**src/hw/rtl/tms_pkg.sv**
```systemverilog
package tms_pkg;

    localparam int TABU_DEPTH = 64;
    localparam int IDX_W      = 10;
    localparam int SCORE_W    = 32;
    localparam int CNT_W      = $clog2(TABU_DEPTH + 1);
    localparam int CFG_W      = 7;
    localparam int CFG_IDX_W  = 2;
    localparam int RAND_W     = 6;

    typedef enum logic [CFG_IDX_W-1:0] {
        CFG_TENURE_BASE      = 2'd0,
        CFG_TENURE_EXTRA_MAX = 2'd1,
        CFG_ASPIRATION_EN    = 2'd2
    } cfg_sel_t;

    typedef struct packed {
        logic shift;
        logic probe;
    } cell_ctl_t;

endpackage

```
**src/hw/rtl/tms_cell.sv**
```systemverilog
module tms_cell (
    input  logic                        clk,
    input  logic                        rst_n,
    input  tms_pkg::cell_ctl_t          ctl,
    input  logic                        live,
    input  logic [tms_pkg::IDX_W-1:0]   shift_in,
    input  logic [tms_pkg::IDX_W-1:0]   probe_index,
    output logic [tms_pkg::IDX_W-1:0]   shift_out,
    output logic                        hit
);
    import tms_pkg::*;

    logic [IDX_W-1:0] entry_reg;
    logic             hit_reg;

    always_ff @(posedge clk)
    begin
        if (ctl.shift)
        begin
            entry_reg <= shift_in;
        end
    end

    always_ff @(posedge clk or negedge rst_n)
    begin
        if (!rst_n)
        begin
            hit_reg <= 1'b0;
        end
        else if (ctl.probe)
        begin
            hit_reg <= live && (entry_reg == probe_index);
        end
    end

    assign shift_out = entry_reg;
    assign hit       = hit_reg;

endmodule

```
**src/hw/rtl/tabu_move_selector.sv**
```systemverilog
// Tabu move selector with aspiration. Candidate moves stream in one item per
// cycle while in_ready is high; after an item marked last of round, input is held
// off while its result is formed and the best move is pushed into the tabu list. Each item
// passes two stages: the probe stage compares the candidate against every entry
// of the tabu list at once (one cell per entry, newest first) and the select
// stage resolves tabu status, aspiration and the running best. The tabu list is
// a row of 64 cells that shifts by one on each push; the fill count bounds which
// cells take part. A result waits in an output register, and input items keep
// flowing while it waits unless a new last-of-round item reaches the select
// stage before the previous result is taken.
module tabu_move_selector (
    input  logic                                 clk,
    input  logic                                 rst_n,
    input  logic                                 cfg_write,
    input  logic [tms_pkg::CFG_IDX_W-1:0]        cfg_index,
    input  logic [tms_pkg::CFG_W-1:0]            cfg_data,
    input  logic                                 in_valid,
    output logic                                 in_ready,
    input  logic [tms_pkg::IDX_W-1:0]            candidate_index,
    input  logic signed [tms_pkg::SCORE_W-1:0]   candidate_score,
    input  logic                                 first_of_round,
    input  logic                                 last_of_round,
    input  logic [tms_pkg::RAND_W-1:0]           random_extra,
    input  logic signed [tms_pkg::SCORE_W-1:0]   aspiration_level,
    output logic                                 out_valid,
    input  logic                                 out_ready,
    output logic                                 move_found,
    output logic [tms_pkg::IDX_W-1:0]            chosen_index,
    output logic signed [tms_pkg::SCORE_W-1:0]   chosen_score,
    output logic [tms_pkg::CNT_W-1:0]            tabu_fill
);
    import tms_pkg::*;

    logic [CFG_W-1:0]          tenure_base_reg;
    logic [CFG_W-1:0]          tenure_extra_max_reg;
    logic                      aspiration_en_reg;

    logic [CNT_W-1:0]          count_reg;
    logic [CNT_W-1:0]          count_next;
    logic [CNT_W-1:0]          active_tenure_reg;
    logic signed [SCORE_W-1:0] round_asp_reg;

    logic                      best_valid_reg;
    logic [IDX_W-1:0]          best_index_reg;
    logic signed [SCORE_W-1:0] best_score_reg;

    logic                      b_valid_reg;
    logic                      b_first_reg;
    logic                      b_last_reg;
    logic                      b_asp_gt_reg;
    logic [IDX_W-1:0]          b_index_reg;
    logic signed [SCORE_W-1:0] b_score_reg;

    logic                      out_valid_reg;
    logic                      out_found_reg;
    logic [IDX_W-1:0]          out_index_reg;
    logic signed [SCORE_W-1:0] out_score_reg;
    logic [CNT_W-1:0]          out_fill_reg;

    logic                      in_fire;
    logic                      b_fire;
    logic [CFG_W-1:0]          extra_a;
    logic [CFG_W:0]            tenure_sum_a;
    logic [CNT_W-1:0]          tenure_a;
    logic [CNT_W-1:0]          tenure_eff_a;
    logic signed [SCORE_W-1:0] level_eff_a;
    logic [CNT_W-1:0]          span_a;

    logic [TABU_DEPTH-1:0]     live;
    logic [TABU_DEPTH-1:0]     hits;
    logic [IDX_W-1:0]          chain [TABU_DEPTH+1];
    cell_ctl_t                 cell_ctl;

    logic                      tabu_b;
    logic                      eligible_b;
    logic                      cur_valid_b;
    logic signed [SCORE_W-1:0] cur_score_b;
    logic                      take_b;
    logic                      new_valid_b;
    logic [IDX_W-1:0]          new_index_b;
    logic signed [SCORE_W-1:0] new_score_b;
    logic                      push_b;
    logic [CFG_W:0]            cap_sum;
    logic [CNT_W-1:0]          cap;
    logic [CNT_W-1:0]          kept;

    // handshake
    assign in_ready = !(b_valid_reg && b_last_reg);
    assign in_fire  = in_valid && in_ready;
    assign b_fire   = b_valid_reg && (!b_last_reg || !out_valid_reg || out_ready);

    // configuration
    always_ff @(posedge clk or negedge rst_n)
    begin
        if (!rst_n)
        begin
            tenure_base_reg      <= CFG_W'(8);
            tenure_extra_max_reg <= '0;
            aspiration_en_reg    <= 1'b0;
        end
        else if (cfg_write)
        begin
            unique case (cfg_index)
                CFG_TENURE_BASE:      tenure_base_reg      <= cfg_data;
                CFG_TENURE_EXTRA_MAX: tenure_extra_max_reg <= cfg_data;
                CFG_ASPIRATION_EN:    aspiration_en_reg    <= cfg_data[0];
                default: ;
            endcase
        end
    end

    // probe stage: round parameters and span
    always_comb
    begin
        if (tenure_extra_max_reg == '0)
        begin
            extra_a = '0;
        end
        else if (CFG_W'(random_extra) < (tenure_extra_max_reg - CFG_W'(1)))
        begin
            extra_a = CFG_W'(random_extra);
        end
        else
        begin
            extra_a = tenure_extra_max_reg - CFG_W'(1);
        end
        tenure_sum_a = {1'b0, tenure_base_reg} + {1'b0, extra_a};
        tenure_a     = (tenure_sum_a > (CFG_W+1)'(TABU_DEPTH)) ? CNT_W'(TABU_DEPTH)
                                                              : tenure_sum_a[CNT_W-1:0];
        tenure_eff_a = first_of_round ? tenure_a : active_tenure_reg;
        level_eff_a  = first_of_round ? aspiration_level : round_asp_reg;
        span_a       = (tenure_eff_a < count_reg) ? tenure_eff_a : count_reg;
    end

    always_ff @(posedge clk or negedge rst_n)
    begin
        if (!rst_n)
        begin
            active_tenure_reg <= '0;
            round_asp_reg     <= '0;
        end
        else if (in_fire && first_of_round)
        begin
            active_tenure_reg <= tenure_a;
            round_asp_reg     <= aspiration_level;
        end
    end

    always_ff @(posedge clk or negedge rst_n)
    begin
        if (!rst_n)
        begin
            b_valid_reg <= 1'b0;
        end
        else if (in_fire)
        begin
            b_valid_reg <= 1'b1;
        end
        else if (b_fire)
        begin
            b_valid_reg <= 1'b0;
        end
    end

    always_ff @(posedge clk)
    begin
        if (in_fire)
        begin
            b_first_reg  <= first_of_round;
            b_last_reg   <= last_of_round;
            b_index_reg  <= candidate_index;
            b_score_reg  <= candidate_score;
            b_asp_gt_reg <= candidate_score > level_eff_a;
        end
    end

    // tabu list
    assign cell_ctl.shift = push_b;
    assign cell_ctl.probe = in_fire;
    assign chain[0]       = new_index_b;

    for (genvar k = 0; k < TABU_DEPTH; k++)
    begin : g_cell
        assign live[k] = CNT_W'(k) < span_a;

        tms_cell u_cell (
            .clk         (clk),
            .rst_n       (rst_n),
            .ctl         (cell_ctl),
            .live        (live[k]),
            .shift_in    (chain[k]),
            .probe_index (candidate_index),
            .shift_out   (chain[k+1]),
            .hit         (hits[k])
        );
    end

    // select stage
    always_comb
    begin
        tabu_b      = |hits;
        eligible_b  = !tabu_b || (aspiration_en_reg && b_asp_gt_reg);
        cur_valid_b = b_first_reg ? 1'b0 : best_valid_reg;
        cur_score_b = b_first_reg ? '0 : best_score_reg;
        take_b      = eligible_b && (!cur_valid_b || (b_score_reg > cur_score_b));
        new_valid_b = cur_valid_b || take_b;
        new_index_b = take_b ? b_index_reg : (b_first_reg ? '0 : best_index_reg);
        new_score_b = take_b ? b_score_reg : cur_score_b;
        push_b      = b_fire && b_last_reg && new_valid_b;

        cap_sum = {1'b0, tenure_base_reg} + {1'b0, tenure_extra_max_reg};
        cap     = (cap_sum > (CFG_W+1)'(TABU_DEPTH)) ? CNT_W'(TABU_DEPTH)
                                                     : cap_sum[CNT_W-1:0];
        kept    = (count_reg >= cap) ? (cap - CNT_W'(1)) : count_reg;
        if (!new_valid_b)
        begin
            count_next = count_reg;
        end
        else if (cap == '0)
        begin
            count_next = '0;
        end
        else
        begin
            count_next = kept + CNT_W'(1);
        end
    end

    always_ff @(posedge clk or negedge rst_n)
    begin
        if (!rst_n)
        begin
            best_valid_reg <= 1'b0;
            best_index_reg <= '0;
            best_score_reg <= '0;
            count_reg      <= '0;
        end
        else if (b_fire)
        begin
            best_valid_reg <= new_valid_b;
            best_index_reg <= new_index_b;
            best_score_reg <= new_score_b;
            if (b_last_reg)
            begin
                count_reg <= count_next;
            end
        end
    end

    // result register
    always_ff @(posedge clk or negedge rst_n)
    begin
        if (!rst_n)
        begin
            out_valid_reg <= 1'b0;
        end
        else if (b_fire && b_last_reg)
        begin
            out_valid_reg <= 1'b1;
        end
        else if (out_ready)
        begin
            out_valid_reg <= 1'b0;
        end
    end

    always_ff @(posedge clk)
    begin
        if (b_fire && b_last_reg)
        begin
            out_found_reg <= new_valid_b;
            out_index_reg <= new_valid_b ? new_index_b : '0;
            out_score_reg <= new_valid_b ? new_score_b : '0;
            out_fill_reg  <= count_next;
        end
    end

    assign out_valid    = out_valid_reg;
    assign move_found   = out_found_reg;
    assign chosen_index = out_index_reg;
    assign chosen_score = out_score_reg;
    assign tabu_fill    = out_fill_reg;

    a_count_bound: assert property (@(posedge clk) disable iff (!rst_n)
        count_reg <= CNT_W'(TABU_DEPTH))
        else $error("tabu fill count above depth");

    a_result_follows_last: assert property (@(posedge clk) disable iff (!rst_n)
        (b_fire && b_last_reg) |=> out_valid_reg)
        else $error("last item did not produce a result");

    a_result_source: assert property (@(posedge clk) disable iff (!rst_n)
        (out_valid_reg && !$past(out_valid_reg)) |-> $past(b_valid_reg && b_last_reg))
        else $error("result without a last item");

    a_empty_result: assert property (@(posedge clk) disable iff (!rst_n)
        (out_valid_reg && !out_found_reg) |-> (out_index_reg == '0 && out_score_reg == '0))
        else $error("empty result carries a move");

endmodule

```
**config.mk**
```make
export PLATFORM = sky130hd
export DESIGN_NAME = tabu_move_selector
export DESIGN_NICKNAME = d
export VERILOG_FILES = /design/src/hw/rtl/tms_pkg.sv /design/src/hw/rtl/tms_cell.sv /design/src/hw/rtl/tabu_move_selector.sv
export SDC_FILE = /design/constraint.sdc
export NUM_CORES = 1
export LEC_CHECK = 0
export BUFFER_PORTS_ARGS = -buffer_cell sky130_fd_sc_hd__buf_2
export CELL_PAD_IN_SITES_DETAIL_PLACEMENT = 1
export CELL_PAD_IN_SITES_GLOBAL_PLACEMENT = 1
export CORE_MARGIN = 5
export CORE_UTILIZATION = 25
export DETAILED_ROUTE_END_ITERATION = 8
export GPL_ROUTABILITY_DRIVEN = 0
export PLACE_DENSITY_LB_ADDON = 0.15
export SLEW_MARGIN = 10
export SYNTH_ARGS = -nofsm -noshare
export SYNTH_HDL_FRONTEND = slang
export SYNTH_SLANG_ARGS = --single-unit
```
**constraint.sdc**
```tcl
create_clock -name clk -period 19.72 [get_ports clk]
set_input_delay 0.986 -clock clk [delete_from_list [all_inputs] [get_ports clk]]
set_output_delay 0.986 -clock clk [all_outputs]
set_load 0.01 [all_outputs]
```
== After elaboration in Yosys (flattened, before gate mapping) ==
Index checks and enable logic that the tools add are counted.
Operators by class
  add/sub/neg operators: 5
  $mul: 0
  divide/modulo/power cells: 0
  magnitude comparators: 71
  eq/ne operators: 66
  shift operators: 0
  mux-type cells: 19
  bitwise gates (word level): 0
  reductions and logical operators: 92
Operators by type and width (count)
  $eq 10x10->1: 64
  $lt 6x7->1 const A: 32
  $lt 5x7->1 const A: 16
  $mux 32: 3
  $logic_and 1x1->1: 72
  $gt 32x32->1: 2
  $reduce_or 64->1: 1
  $mux 7: 9
  $lt 4x7->1 const A: 8
  $lt 3x7->1 const A: 4
  $mux 10: 2
  $add 7x7->8: 2
  $gt 8x7->1 const B: 2
  $logic_not 7->1: 2
  $lt 1x7->1 const A: 2
  $lt 2x7->1 const A: 2
  $sub 7x1->7 const B: 2
  $reduce_and 2->1: 4
  $add 7x1->7 const B: 1
  $ge 7x7->1: 1
  $lt 6x7->1: 1
  $lt 7x7->1: 1
  $logic_not 1->1: 5
  $logic_or 1x1->1: 5
  other kinds (5): 10
Word-level totals
  flip-flop bits (word level): 905
  bits in latches: 0
  memory bits (writable): 0
  ROM bits: 0
  input bits: 96
  output and inout port bits: 52
  logic and storage cells: 401
  memories kept: 0

== Depth between registers and ports, before layout ==
Gate-level depths: netlist of the first run.
  word-level depth: 12
  mapped depth: 33
  depth with buffers taken out: 30

== Modules after synthesis ==
A second synthesis of the first run with hierarchy kept.
Second synthesis, totals
  cell total of the unflattened synthesis: 2818
  area, all modules: 40632.7 µm²
By module, submodules not included
  tms_cell: times used 64, cells an instance 27, area an instance 446.7 µm², sequential area each 325.3 µm²
  tabu_move_selector: times used 1, cells an instance 1090, area an instance 12045.3 µm², sequential area each 5506.5 µm²

== Worst setup path before layout of the first run ==
Ideal clock, no wire load.
  path kind: input port to flip-flop
  start: input port out_ready
  end: register count_reg[0]
  library setup time: 133 ps
  data arrival time: 17748 ps
  data required time: 19587 ps
  path slack: 1839 ps
  stages on the path: 5
  buffers on the path: 0
  cells stage by stage: nor2b_1 -> nor2_1 -> nand2_1 -> inv_1 -> mux2_2
Between the ends
  longest elaborated chain between the ends: 3
RTL lines
  start, declared: line tabu_move_selector.sv:26  | input logic out_ready,
  $logic_or 1x1->1: line tabu_move_selector.sv:90  | assign b_fire = b_valid_reg && (!b_last_reg || !out_valid_reg || out_ready);
  $logic_and 1x1->1: line tabu_move_selector.sv:90
  $reduce_and 2->1 (no line)
  end signal, assigned: line tabu_move_selector.sv:245  | count_reg <= count_next;
  end, declared: line tabu_move_selector.sv:38  | logic [CNT_W-1:0] count_reg;
Every way passes these cells.
A chain may end at the register's enable or synchronous reset.

== Worst setup path in the final report of the first run ==
  start: register tenure_extra_max_reg[0]
  end: register g_cell[0].u_cell.hit_reg
Between the ends
  longest elaborated chain between the ends: 12
  elaborated cells between the ends (all ways): 13
  those cells by class: add/sub (2); order compare (4); mux (5); reduce/logical (2)
RTL lines
  start, declared: line tabu_move_selector.sv:35  | logic [CFG_W-1:0] tenure_extra_max_reg;
  start signal, assigned: line tabu_move_selector.sv:105  | CFG_TENURE_EXTRA_MAX: tenure_extra_max_reg <= cfg_data;
  $sub 7x1->7: line tabu_move_selector.sv:119, tabu_move_selector.sv:125
  $lt 6x7->1: line tabu_move_selector.sv:119  | else if (CFG_W'(random_extra) < (tenure_extra_max_reg - CFG_W'(1)))
  $mux 7: line tabu_move_selector.sv:119
  $mux 7 *: line tabu_move_selector.sv:115  | if (tenure_extra_max_reg == '0)
  $add 7x7->8 *: line tabu_move_selector.sv:127  | tenure_sum_a = {1'b0, tenure_base_reg} + {1'b0, extra_a};
  $gt 8x7->1: line tabu_move_selector.sv:128  | tenure_a = (tenure_sum_a > (CFG_W+1)'(TABU_DEPTH)) ? CNT_W'(TABU_DEPTH)
  $mux 7 *: line tabu_move_selector.sv:128
  $mux 7 *: line tabu_move_selector.sv:130  | tenure_eff_a = first_of_round ? tenure_a : active_tenure_reg;
  $lt 7x7->1: line tabu_move_selector.sv:132  | span_a = (tenure_eff_a < count_reg) ? tenure_eff_a : count_reg;
  $mux 7 *: line tabu_move_selector.sv:132
  $lt 1x7->1 *: line tabu_move_selector.sv:184  | assign live[k] = CNT_W'(k) < span_a;
  $logic_and 1x1->1 *: line tms_cell.sv:32  | hit_reg <= live && (entry_reg == probe_index);
  end signal, assigned: line tms_cell.sv:32
  end, declared: line tms_cell.sv:14  | logic hit_reg;
Every way passes the cells marked *; elsewhere a longest branch is shown, timed or not.

==> results of run 1 <==
==> report_power, final <==
| part | switching, W | total [W] | internal (W) |
|---|---|---|---|
| combinational | 0.000746 | 0.00113 | 0.000383 |
| clock | 0.000843 | 0.00198 | 0.00114 |
| sequential | 0.000105 | 0.00234 | 0.00224 |
| total | 0.00169 | 0.00546 | 0.00376 |
==> cell type report <==
cell class	instances	share of cell area (%)
diodes	1	0.00526
repair buffers	191	2.34
inverters	34	0.287
flip-flops and latches	905	55.4
clock inverters	59	1.37
multi-input cells	1817	29.0
well taps	2175	5.72
clock buffers	143	5.93
==> stage by stage <==
step | hold WS (ps) | setup WS, ps | util [%] | cells
final | 234 | 11140 | 29.3 | 5325
after detailed placement | 455 | 11000 | 27.2 | 5122
after CTS | 197 | 11090 | 29.3 | 5324
after global routing | 224 | 10470 | 29.3 | 5324
after floorplan | 439 | 1840 | - | 2887
after global placement | 448 | 11200 | 27.2 | 5122
==> routing by layer <==
layer	part of all wire, %	vias up	wire (um)	global-route usage (%)
met2	48	495	57800	23.5
met1	44	12400	52400	17.8
met5	0.028	-	33	0
li1	-	11000	-	-
met3	5.1	162	6080	3.23
met4	2.8	4	3330	3.91
==> placed cells by master, fill, tap and decap left out, types with 8 or more instances in the layout <==
cell type                   netlist  final
sky130_fd_sc_hd__o31ai_1         62     60
sky130_fd_sc_hd__nand3_1         18     18
sky130_fd_sc_hd__mux2_2          57     57
sky130_fd_sc_hd__nand2_1        224    222
sky130_fd_sc_hd__clkinv_1         4     27
sky130_fd_sc_hd__mux2i_1         33     33
sky130_fd_sc_hd__nand4_1        102    102
sky130_fd_sc_hd__o2111ai_1       34     34
sky130_fd_sc_hd__edfxtp_1       735    735
sky130_fd_sc_hd__nor4_1          92     92
sky130_fd_sc_hd__a31oi_1          8      8
sky130_fd_sc_hd__nand2b_1         9      9
sky130_fd_sc_hd__clkbuf_16        0    106
sky130_fd_sc_hd__buf_4            1     53
sky130_fd_sc_hd__nor3_1          58     58
sky130_fd_sc_hd__a21o_1          30     30
sky130_fd_sc_hd__a21oi_1         43     42
sky130_fd_sc_hd__dfrtp_1        169    169
sky130_fd_sc_hd__bufinv_16        0     10
sky130_fd_sc_hd__nor2b_1         12     12
sky130_fd_sc_hd__ha_1           100    100
sky130_fd_sc_hd__o21ai_0         60     60
sky130_fd_sc_hd__xor2_1         362    362
sky130_fd_sc_hd__clkinv_2         0     17
sky130_fd_sc_hd__o21ai_1         12     11
sky130_fd_sc_hd__clkbuf_1        93     34
sky130_fd_sc_hd__buf_2            3    136
sky130_fd_sc_hd__xnor2_1        300    300
sky130_fd_sc_hd__nor2_1          51     50
sky130_fd_sc_hd__a22o_1          48     48
sky130_fd_sc_hd__inv_1           30     29
==> cells by family after synthesis <==
family / share of synthesized area (%)
AOI/OAI and AO/OA: 6.49
other: 0.00922
DFF: 64.7
muxes: 2.43
adders and majority gates: 3.17
and+or+nand+nor: 7.36
buffers and inverters: 1.56
xor gates and xnor gates: 14.3
==> how the worst min path moves through the flow <==
| stage | to | slack [ps] | cells past startpoint |
|---|---|---|---|
| 6_report | round_asp_reg[5] | 230 | 1 |
| 5_1_grt | round_asp_reg[5] | 220 | 1 |
| 4_1_cts | round_asp_reg[5] | 200 | 1 |
| 3_5_place_dp | g_cell[18].u_cell.shift_out[1] | 460 | 0 |
| 3_3_place_gp | g_cell[42].u_cell.shift_out[2] | 450 | 0 |
| 2_1_floorplan | g_cell[0].u_cell.hit | 440 | 2 |
==> results summary, run 1 <==
The flow ran to the end, and the final reports show no timing, DRC or antenna violations. The die height came out at 413 um. The worst slew slack as a fraction of its limit came out at a little under an eighth. The floorplan has about 150 rows.

The critical path class is flop to flop. For this run, the number of Yosys warnings is 0. The startpoint of the worst register-to-register path is tenure_extra_max_reg[0].

In this run the tool buffered the top-level ports with ~150 buffer cells. In the finished design, the share of the clock period the worst path needs comes to 43.5%. The startpoint kind of the worst setup timing path is a flop.

The first-pass GRT wire length came out at 178 mm. The post-route netlist has 13.4% of its cells at a drive strength greater than 1. In this run the power density over the cells is 115 mW/mm^2. VDD sags by at most about 73 uV. For this configuration, the core starts out at a cell density of 25.1%. The worst register-to-register path has a setup slack of 11140 ps. The signal arrival time at the worst endpoint came out at 9180 ps. The total count of max-transition violations in the final report is 0. The clock skew after layout came out at 31.1 ps. The fraction of synthesized cell area taken by the top area cell type is 54.3%.

The leading register cell type out of synthesis is sky130_fd_sc_hd__edfxtp_1. After detailed routing, the number of remaining DRC violations is 0. Clock tree synthesis selected as its root buffer the cell sky130_fd_sc_hd__clkbuf_16. The number of flip-flops in the largest register came out at 640. The number of cells on the worst reg-to-reg path is 30.

The final antenna-violating net count came out at 0. The endpoint required time on the critical path is roughly 20000 ps. Summing internal, switching and leakage power gives roughly 0.0055 W. The sum of buffers and inverters on the critical path is 2. The worst setup path is captured at a flop. The number of distinct library cell variants in the gate-level netlist after synthesis came out at 79.

The peak clock frequency supported by timing is approximately 120 MHz. The clock latency of the later-clocked register in the worst-skew pair came out at 740 ps. The setup TNS is 0 ps.

The CTS clock-pin slew for the worst setup and hold paths came out at 60 ps. The post-synthesis instance area came out at 0.0407 mm^2. In this run the worst setup path begins at tenure_extra_max_reg[0].

The final net count came out at 3253. The detailed-routing iteration count for the pre-antenna-repair pass came out at 5. The leakage power of the design is ~16 nW. The area used by sequential logic in the layout is 0.0263 mm^2.

The finished cells cover 0.0475 mm^2. The routed layout has 24100 vias. The number of synthesized flops with an enable pin is 735.

The gate family responsible for the most delay along the worst path is compound AO/OA/AOI/OAI gates. The worst path needs 8580 ps of the cycle, external delays included. Setup violations remaining at the end of the flow were counted as 0. By area the synthesized netlist is led by sky130_fd_sc_hd__edfxtp_1 (54%), sky130_fd_sc_hd__dfrtp_1 (10%), sky130_fd_sc_hd__xor2_1 (7.8%).

In the synthesized netlist, the cells that appear most often are sky130_fd_sc_hd__edfxtp_1 (735), sky130_fd_sc_hd__xor2_1 (362), sky130_fd_sc_hd__xnor2_1 (300). The maximum fanout encountered on the critical timing path came out at 19. Setup repair after global routing left no endpoint under its margin. The area growth from synthesis to layout is 16.9%. The classification of the worst-slack hold path is primary input to async pin. The number of setup buffers added after CTS is 0.

The die footprint is 0.171 mm^2. Entering global routing, the biggest net connects 191 pins. The transition at the pin with the smallest max-transition slack is 1310 ps.

The residual overflow from global routing is 0. For this block, the routed nets add up to ~120 mm of wire. TritonCTS built the clock tree.

Across the run, the number of max-cap violations was 0. The post-synthesis instance total is a little under 3000. The multi-input combinational cell area is 0.0138 mm^2. In this run the worst setup path terminates at g_cell[0].u_cell.hit.

The number of levels the H-tree was split into came out at 3. The via count of the first global-routing pass is between 20000 and 30000. After synthesis, flip-flops and latches occupy 64.7% of the total area.

The longest clock path from root to sink contains 3 buffers. The global-route usage over all layers came out at 13.9%. The total CTS buffers came out at 106.

The via count normalized by instance count is about 4.5. The capture instance of the worst register-to-register path is g_cell[0].u_cell.hit. The number of cells on the critical path is 30.

The mean instance size in the synthesized netlist is about 14 um^2. The total cell area at the placement stage is 0.0441 mm^2. The clock sink count is just over 900. The number of nets in the synthesized netlist came out at 3085. The placed wire-length estimate is 81.8 mm. By instance count, the cell type seen most on the critical path is sky130_fd_sc_hd__ha_1. The number of DRC violations after detailed-routing iteration 0 is 1585. In this run, post-CTS repair resized a total of 0 instances. Among all cell types in the netlist, the one instantiated most often is sky130_fd_sc_hd__edfxtp_1. The async set-or-reset flop fraction in the synthesized netlist is 18.8%.

The flip-flop and latch count after synthesis is 905. For this design, the slowest cell found on the critical path is sky130_fd_sc_hd__a41oi_2. The number of primary I/O pins is around 150. The number of antenna violations at the first check in global routing is 16.

The number of hold violations in the final report came out at 0. The horizontal die dimension is 413 um. Fill cells in the final layout number between 15000 and 20000.

The biggest area contributor in the post-synthesis netlist is sky130_fd_sc_hd__edfxtp_1. In this design, the stage delay of the slowest critical-path cell is 760 ps. The average detailed-routed wire length per instance is 22.5 um. The placeable core region is 0.162 mm^2. The post-cts hold buffer count is 0.
(Power assumes the default switching activity.)
==> run 2: changes to the inputs <==
==> constraint.sdc (replaced) <==
create_clock -name clk -period 8.3 [get_ports clk]
set_input_delay 0.415 -clock clk [delete_from_list [all_inputs] [get_ports clk]]
set_output_delay 0.415 -clock clk [all_outputs]
set_load 0.01 [all_outputs]
==> results summary, run 2 (synthesis gave the netlist of run 1 again) <==
The flow ran to the end, and the final reports show no timing, DRC or antenna violations. The number of buffers between clock root and the deepest sink is 3 (unchanged). The die footprint is 0.171 mm^2 (unchanged). The proportion of power drawn by the clock network is 35.6% (-0.8 points). The maximum fanout encountered on the critical timing path came out at 18 (-1).

The largest voltage drop on the vdd net came out at 214 uV (+190%). In this run the clock root is driven by a sky130_fd_sc_hd__clkbuf_16. The number of antenna violations at the first check in global routing came to 9 (-7).

The number of DRC violations after detailed-routing iteration 0 came out at 1454 (-8.3%). The total CTS buffers is 104 (-1.9%). The cell that appears most often on the critical path is sky130_fd_sc_hd__ha_1. The signal arrival time at the worst endpoint is 8360 ps (-820 ps). The origin of the worst min-delay path is cfg_index[1]. The detailed-routing iteration count for the pre-antenna-repair pass is 5 (unchanged). In the layout the commonest cells are sky130_fd_sc_hd__edfxtp_1 (735), sky130_fd_sc_hd__xor2_1 (362), sky130_fd_sc_hd__xnor2_1 (300), sky130_fd_sc_hd__nand2_1 (220), sky130_fd_sc_hd__dfrtp_1 (169). The placed wire-length estimate came out at 78.7 mm (-3.8%). The clock latency of the later-clocked register in the worst-skew pair was 720 ps (-20 ps). The critical path class is flop to flop. The cell depth of the worst hold path is 3. The internal power came to 0.00890 W (+140%). The die height came out at 413 um (unchanged). The via count of the first global-routing pass is 26800 (+0.22%). The final net count came out at 3331 (+2.4%).

The worst slew slack as a fraction of its limit came out at 22.9% (+11 points). The maximum single-stage delay on the critical path is 500 ps (-260 ps). The classification of the worst-slack hold path is primary input to flop.

The transition at the pin with the smallest max-transition slack is 1160 ps (-156 ps). The startpoint identified for the worst register-to-register timing path is tenure_extra_max_reg[0]. Compared with the post-synthesis result, the final layout area differs by 18.7%. The setup slack after layout is 530 ps (-10610 ps). The residual overflow from global routing is 0 (unchanged).

Leaving out fill and tap cells, the most frequent cell in the layout is sky130_fd_sc_hd__edfxtp_1. The worst-case setup slack after placement is 288 ps (-10710 ps). The proportion of power drawn by flip-flops and latches came out at 43.0% (about the same). The horizontal die dimension is 413 um (unchanged).

The final wirelength is 118 mm (-1.0%). TritonCTS built the clock tree. The startpoint kind of the worst setup timing path is a flop. The endpoint required time on the critical path came out at 8890 ps (-11430 ps). The number of flip-flops in the largest register came out at 640 (unchanged). The final hold slack came out at 77.4 ps (-157 ps). The net switching component of the power is 0.00404 W (+140%). The switching power share of the total is 31.2% (+0.18 points). The leakage power of the design is 16.6 nW (+1.9%). The final count of negative-setup-slack endpoints came out at 0 (unchanged). The relative contribution of combinational cells to total power came out at 21.4% (+0.7 points). In this run the worst setup path begins at tenure_extra_max_reg[0]. The largest net degree at the start of global routing came out at 190 (-0.52%).

The slowest stage of the critical path belongs to the cell sky130_fd_sc_hd__or2_2. The total via count after detailed routing came out at 24400 (+1.3%). The row count came out at 148 (unchanged). The placeable core region is 0.162 mm^2 (unchanged). The clock skew after layout is 32.4 ps (+1.35 ps). The global-route usage over all layers is 13.7% (-0.19 points). The average detailed-routed wire length per instance is 21.9 um (-2.4%). The power density relative to cell area came out at 268 mW/mm^2 (+130%). The capture instance of the worst register-to-register path is g_cell[1].u_cell.hit.

The worst hold path terminates at aspiration_en_reg. Setup repair after global routing left no endpoint under its margin. The type of destination of the critical path is a flop.

The reported max-cap violation count is 0 (unchanged). The via count normalized by instance count came out at 4.53 (about the same). The first-pass GRT wire length is 176 mm (-0.93%). The clock period minus final worst setup slack is 7770 ps (-811 ps). The register-to-register path setup slack came out at 530 ps (-10610 ps). The total count of max-transition violations in the final report is 0 (unchanged).

The number of hold violations in the final report came out at 0 (unchanged). The number of port buffers is 147 (unchanged). The depth of the worst register-to-register path came out at 30 (unchanged). The number of primary I/O pins came out at 148 (unchanged). The CTS clock-pin slew for the worst setup and hold paths is 60 ps (about the same). The proportion of layout cells with a drive suffix above 1 was 13.4% (+0.042 points). The initial core utilization came out at 25.1% (unchanged). The clock sink count was 905 (unchanged). The number of levels the H-tree was split into is 3 (unchanged). The post-route clock period utilization is 93.6% (+50 points). The peak clock frequency supported by timing came out at 129 MHz (+10%). The final antenna-violating net count is 0 (unchanged).

The count of unresolved DRC violations after routing came out at 0 (unchanged).
[run 2: metal layers]
layer	part of all wire (%)	track usage, %
met1	45	17.9
met2	48	23.2
met3	4.3	2.78
met4	2.6	3.58
met5	0.011	0
[run 2: timing repair]
action / CTS / global route
setup endpoints to repair: 0 / 37
hold buffers: 75 / 0
setup buffers: 0 / 0
endpoints found under the hold margin: 118 / 0
resized for setup: 0 / 3
[run 2: cell type report]
type | instances | area, um^2
clock buffer | 139 | 2800
tap | 2175 | 2720
clock inverter | 55 | 547
fill | 17300 | 114000
timing repair buffer | 271 | 1940
sequential | 905 | 26300
multi-input combinational | 1817 | 13800
inverter | 34 | 133
antenna | 2 | 5.00
[run 2: power by group through the flow]
stage / logic (W) / registers, W / clock network, W
2_1_floorplan: 0.00179 / 0.00565 / 0
3_3_place_gp: 0.00272 / 0.00564 / 0
3_5_place_dp: 0.00276 / 0.00565 / 0
4_1_cts: 0.00281 / 0.00556 / 0.00476
5_1_grt: 0.00305 / 0.00559 / 0.00495
6_report: 0.00277 / 0.00556 / 0.00461
[run 2: worst max-delay path by stage]
stage	to	slack, ps
3_5_place_dp	g_cell[60].u_cell.hit	290
4_1_cts	g_cell[56].u_cell.hit	230
2_1_floorplan	g_cell[0].u_cell.shift_out[0]	-2740
5_1_grt	g_cell[1].u_cell.hit	30
3_3_place_gp	g_cell[0].u_cell.hit	460
6_report	g_cell[1].u_cell.hit	530
[run 2: per-stage QoR]
stage | cell area [um^2] | utilization (%) | instances | power [W] | TNS [ps]
6_report | 48300 | 29.8 | 5398 | 0.0129 | 0
5_1_grt | 48300 | 29.8 | 5396 | 0.0136 | 0
4_1_cts | 48300 | 29.8 | 5396 | 0.0131 | 0
3_5_place_dp | 44200 | 27.2 | 5127 | 0.00841 | 0
3_3_place_gp | 44200 | 27.2 | 5127 | 0.00836 | 0
2_1_floorplan | 40700 | - | 2887 | 0.00744 | -1761460
[run 2: worst max-delay path: cells and delay by family (launching register included)]
| kind | cells | cell delay [ps] |
|---|---|---|
| buffers and inverters | 3 | 430 |
| AOI/OAI and AO/OA | 13 | 3030 |
| muxes | 2 | 610 |
| and+or+nand+nor | 7 | 1480 |
| adders and majority gates | 5 | 1610 |
| DFF | 1 | 440 |
==> run 3: changes to the inputs <==
--- a/config.mk
+++ b/config.mk
@@ -5,12 +5,12 @@
 export SDC_FILE = /design/constraint.sdc
 export NUM_CORES = 1
 export LEC_CHECK = 0
-export BUFFER_PORTS_ARGS = -buffer_cell sky130_fd_sc_hd__buf_2
 export CELL_PAD_IN_SITES_DETAIL_PLACEMENT = 1
 export CELL_PAD_IN_SITES_GLOBAL_PLACEMENT = 1
 export CORE_MARGIN = 5
 export CORE_UTILIZATION = 25
 export DETAILED_ROUTE_END_ITERATION = 8
+export DONT_BUFFER_PORTS = 1
 export GPL_ROUTABILITY_DRIVEN = 0
 export PLACE_DENSITY_LB_ADDON = 0.15
 export SLEW_MARGIN = 10
==> constraint.sdc (replaced) <==
create_clock -name clk -period 8.6 [get_ports clk]
set_input_delay 0.43 -clock clk [delete_from_list [all_inputs] [get_ports clk]]
set_output_delay 0.43 -clock clk [all_outputs]
set_load 0.01 [all_outputs]
==> results summary, run 3 (synthesis gave the netlist of run 1 again) <==
The run finished with clean final reports. The gate family responsible for the most delay along the worst path is compound AO/OA/AOI/OAI gates. The register-to-register path setup slack is 640 ps (+110 ps). Setup repair after global routing left no endpoint under its margin. The maximum fanout encountered on the critical timing path came out at 17 (-1). The die height is 413 um (unchanged). The worst slew slack as a fraction of its limit came to 20.3% (-2.5 points). The number of setup buffers added after CTS is 0 (unchanged). The clock period minus final worst setup slack came out at 7960 ps (+190 ps). On the critical path, the stage with the largest delay is an instance of sky130_fd_sc_hd__or2_1.

The CTS clock-pin slew for the worst setup and hold paths came out at 60 ps (about the same). The leakage power of the design is 15.9 nW (-4.2%). The total CTS buffers came out at 108 (+3.8%). The number of levels the H-tree was split into was 3 (unchanged).

The clock sink count is 905 (unchanged). The horizontal die dimension is 413 um (unchanged). The final count of negative-setup-slack endpoints came out at 0 (unchanged).

The final hold slack is 88.2 ps (+10.8 ps). The number of port buffers is 0 (-100%). The via count of the first global-routing pass came out at 26300 (-1.8%). The post-route clock period utilization is 92.6% (-1.1 points). The number of buffers between clock root and the deepest sink came out at 3 (unchanged).

The residual overflow from global routing came to 0 (unchanged). The final wirelength came out at 118 mm (-0.45%). The sum of buffers and inverters on the critical path came to 3 (unchanged). The root buffer cell chosen for the clock tree is sky130_fd_sc_hd__clkbuf_16. The startpoint kind of the worst setup timing path is a flop.

The area growth from synthesis to layout is 16.5%. The placed wire-length estimate is 74.1 mm (-6.0%). The final-layout fill cell count came out at 17400 (+0.39%). The initial core utilization is 25.1% (unchanged). The number of hold violations in the final report is 0 (unchanged). TritonCTS built the clock tree. The clock skew after layout came out at 18.8 ps (-13.6 ps).

The first-pass GRT wire length is 176 mm (-0.50%). The proportion of layout cells with a drive suffix above 1 is 8.14% (-5.3 points). The library cell used most frequently in the layout, excluding fill and tap cells, is sky130_fd_sc_hd__edfxtp_1.

The transition at the pin with the smallest max-transition slack came out at 1180 ps (+26.8 ps). The number of antenna violations at the first check in global routing was 6 (-3). The most used cell along the critical path is sky130_fd_sc_hd__ha_1. The row count came out at 148 (unchanged). The count of antenna diodes in the layout came out at 0 (-2).

The largest voltage drop on the vdd net came out at 162 uV (-24%). The startpoint identified for the worst register-to-register timing path is tenure_extra_max_reg[0]. The maximum single-stage delay on the critical path came out at 540 ps (+40 ps). The number of primary I/O pins came out at 148 (unchanged). The total cell area at the placement stage came out at 0.0432 mm^2 (-2.2%). The setup slack after layout is 639 ps (+110 ps). The total count of max-transition violations in the final report was 0 (unchanged). In the layout the commonest cells are sky130_fd_sc_hd__edfxtp_1 (735), sky130_fd_sc_hd__xor2_1 (362), sky130_fd_sc_hd__xnor2_1 (300), sky130_fd_sc_hd__nand2_1 (220), sky130_fd_sc_hd__dfrtp_1 (169). The clock latency of the later-clocked register in the worst-skew pair came to 700 ps (-20 ps). The design area is 0.0474 mm^2 (-1.9%). The type of destination of the critical path is a flop.

The global-route usage over all layers came out at 13.6% (-0.054 points). The average detailed-routed wire length per instance is 22.5 um (+2.5%). The number of flip-flops in the largest register came out at 640 (unchanged). The detailed-routing iteration count for the pre-antenna-repair pass is 5 (unchanged).

The largest net degree at the start of global routing came out at 171 (-10%). The signal arrival time at the worst endpoint is 8540 ps (+180 ps). The critical path is of the flop to flop type. The total via count after detailed routing came out at 23800 (-2.7%). The number of DRC violations after detailed-routing iteration 0 was 1390 (-4.4%).

The via count normalized by instance count is 4.54 (+0.17%). The origin of the worst min-delay path is cfg_index[1]. The worst-case setup slack after placement came to 758 ps (+470 ps).

The placeable core region is 0.162 mm^2 (unchanged). The startpoint of the worst setup timing path is tenure_extra_max_reg[0]. The endpoint required time on the critical path came out at 9180 ps (+290 ps). The setup TNS is 0 ps (unchanged). The power density relative to cell area came to 256 mW/mm^2 (-4.4%). The final antenna-violating net count came to 0 (unchanged). The final net count was 3182 (-4.5%). The count of unresolved DRC violations after routing came out at 0 (unchanged). The reported max-cap violation count was 0 (unchanged). The peak clock frequency supported by timing is 126 MHz (-2.4%).

The tightest min-delay check is of the primary input to flop type. The die footprint came out at 0.171 mm^2 (unchanged).
run 3: cell type report:
cell class	count	area [um^2]	share of cell area, %
multi-input combinational	1817	13800	29.1
tap	2175	2720	5.74
inverter	34	133	0.280
clock buffer	150	2930	6.19
clock inverter	46	285	0.602
sequential	905	26300	55.6
timing repair buffer	118	1170	2.48
run 3: worst reg2reg max path: cells and delay by family (launching register included):
kind / cells / cell delay (ps)
buffers and inverters: 3 / 390
multiplexers: 2 / 590
AO/OA/AOI/OAI: 12 / 2880
flip-flops: 1 / 440
AND/OR/NAND/NOR: 9 / 1930
adder cells (fa/ha/maj): 5 / 1640
run 3: stage by stage:
stage | std cells | total power, W | util [%]
after floorplan | 2887 | 0.00718 | -
after global placement | 4956 | 0.00784 | 26.6
after detailed placement | 4956 | 0.00789 | 26.6
after CTS | 5243 | 0.0123 | 29.2
after global routing | 5245 | 0.0128 | 29.2
final | 5245 | 0.0121 | 29.2
run 3: timing repair:
action / 4_1_cts / 5_1_grt
endpoints found under the hold margin: 265 / 1
gates resized for setup: 0 / 0
hold buffers: 91 / 2
run 3: power by group:
group | total, W | leakage, nW | switching [W] | internal, W
registers | 0.00540 | 8.51 | 0.000270 | 0.00513
logic | 0.00245 | 5.86 | 0.00156 | 0.000889
clock network | 0.00429 | 1.57 | 0.00184 | 0.00244
run 3: worst paths after layout:
check	endpoint	cells after the start
max in group asynchronous	g_cell[32].u_cell.hit	2
setup reg to reg	g_cell[6].u_cell.hit	31
min in group asynchronous	round_asp_reg[6]	2
hold reg to reg	g_cell[60].u_cell.shift_out[3]	0
hold / removal	tenure_base_reg[2]	2
setup / recovery	g_cell[6].u_cell.hit	31
run 3: per-layer routing:
layer / share of wire, % / up-vias / global-route usage, % / routed length (um)
li1: - / 10900 / - / -
met1: 45 / 12300 / 18.0 / 53400
met2: 47 / 452 / 22.4 / 55300
met3: 5.6 / 137 / 3.31 / 6610
met4: 2.2 / 0 / 3.77 / 2610
met5: 0 / - / 0 / 0
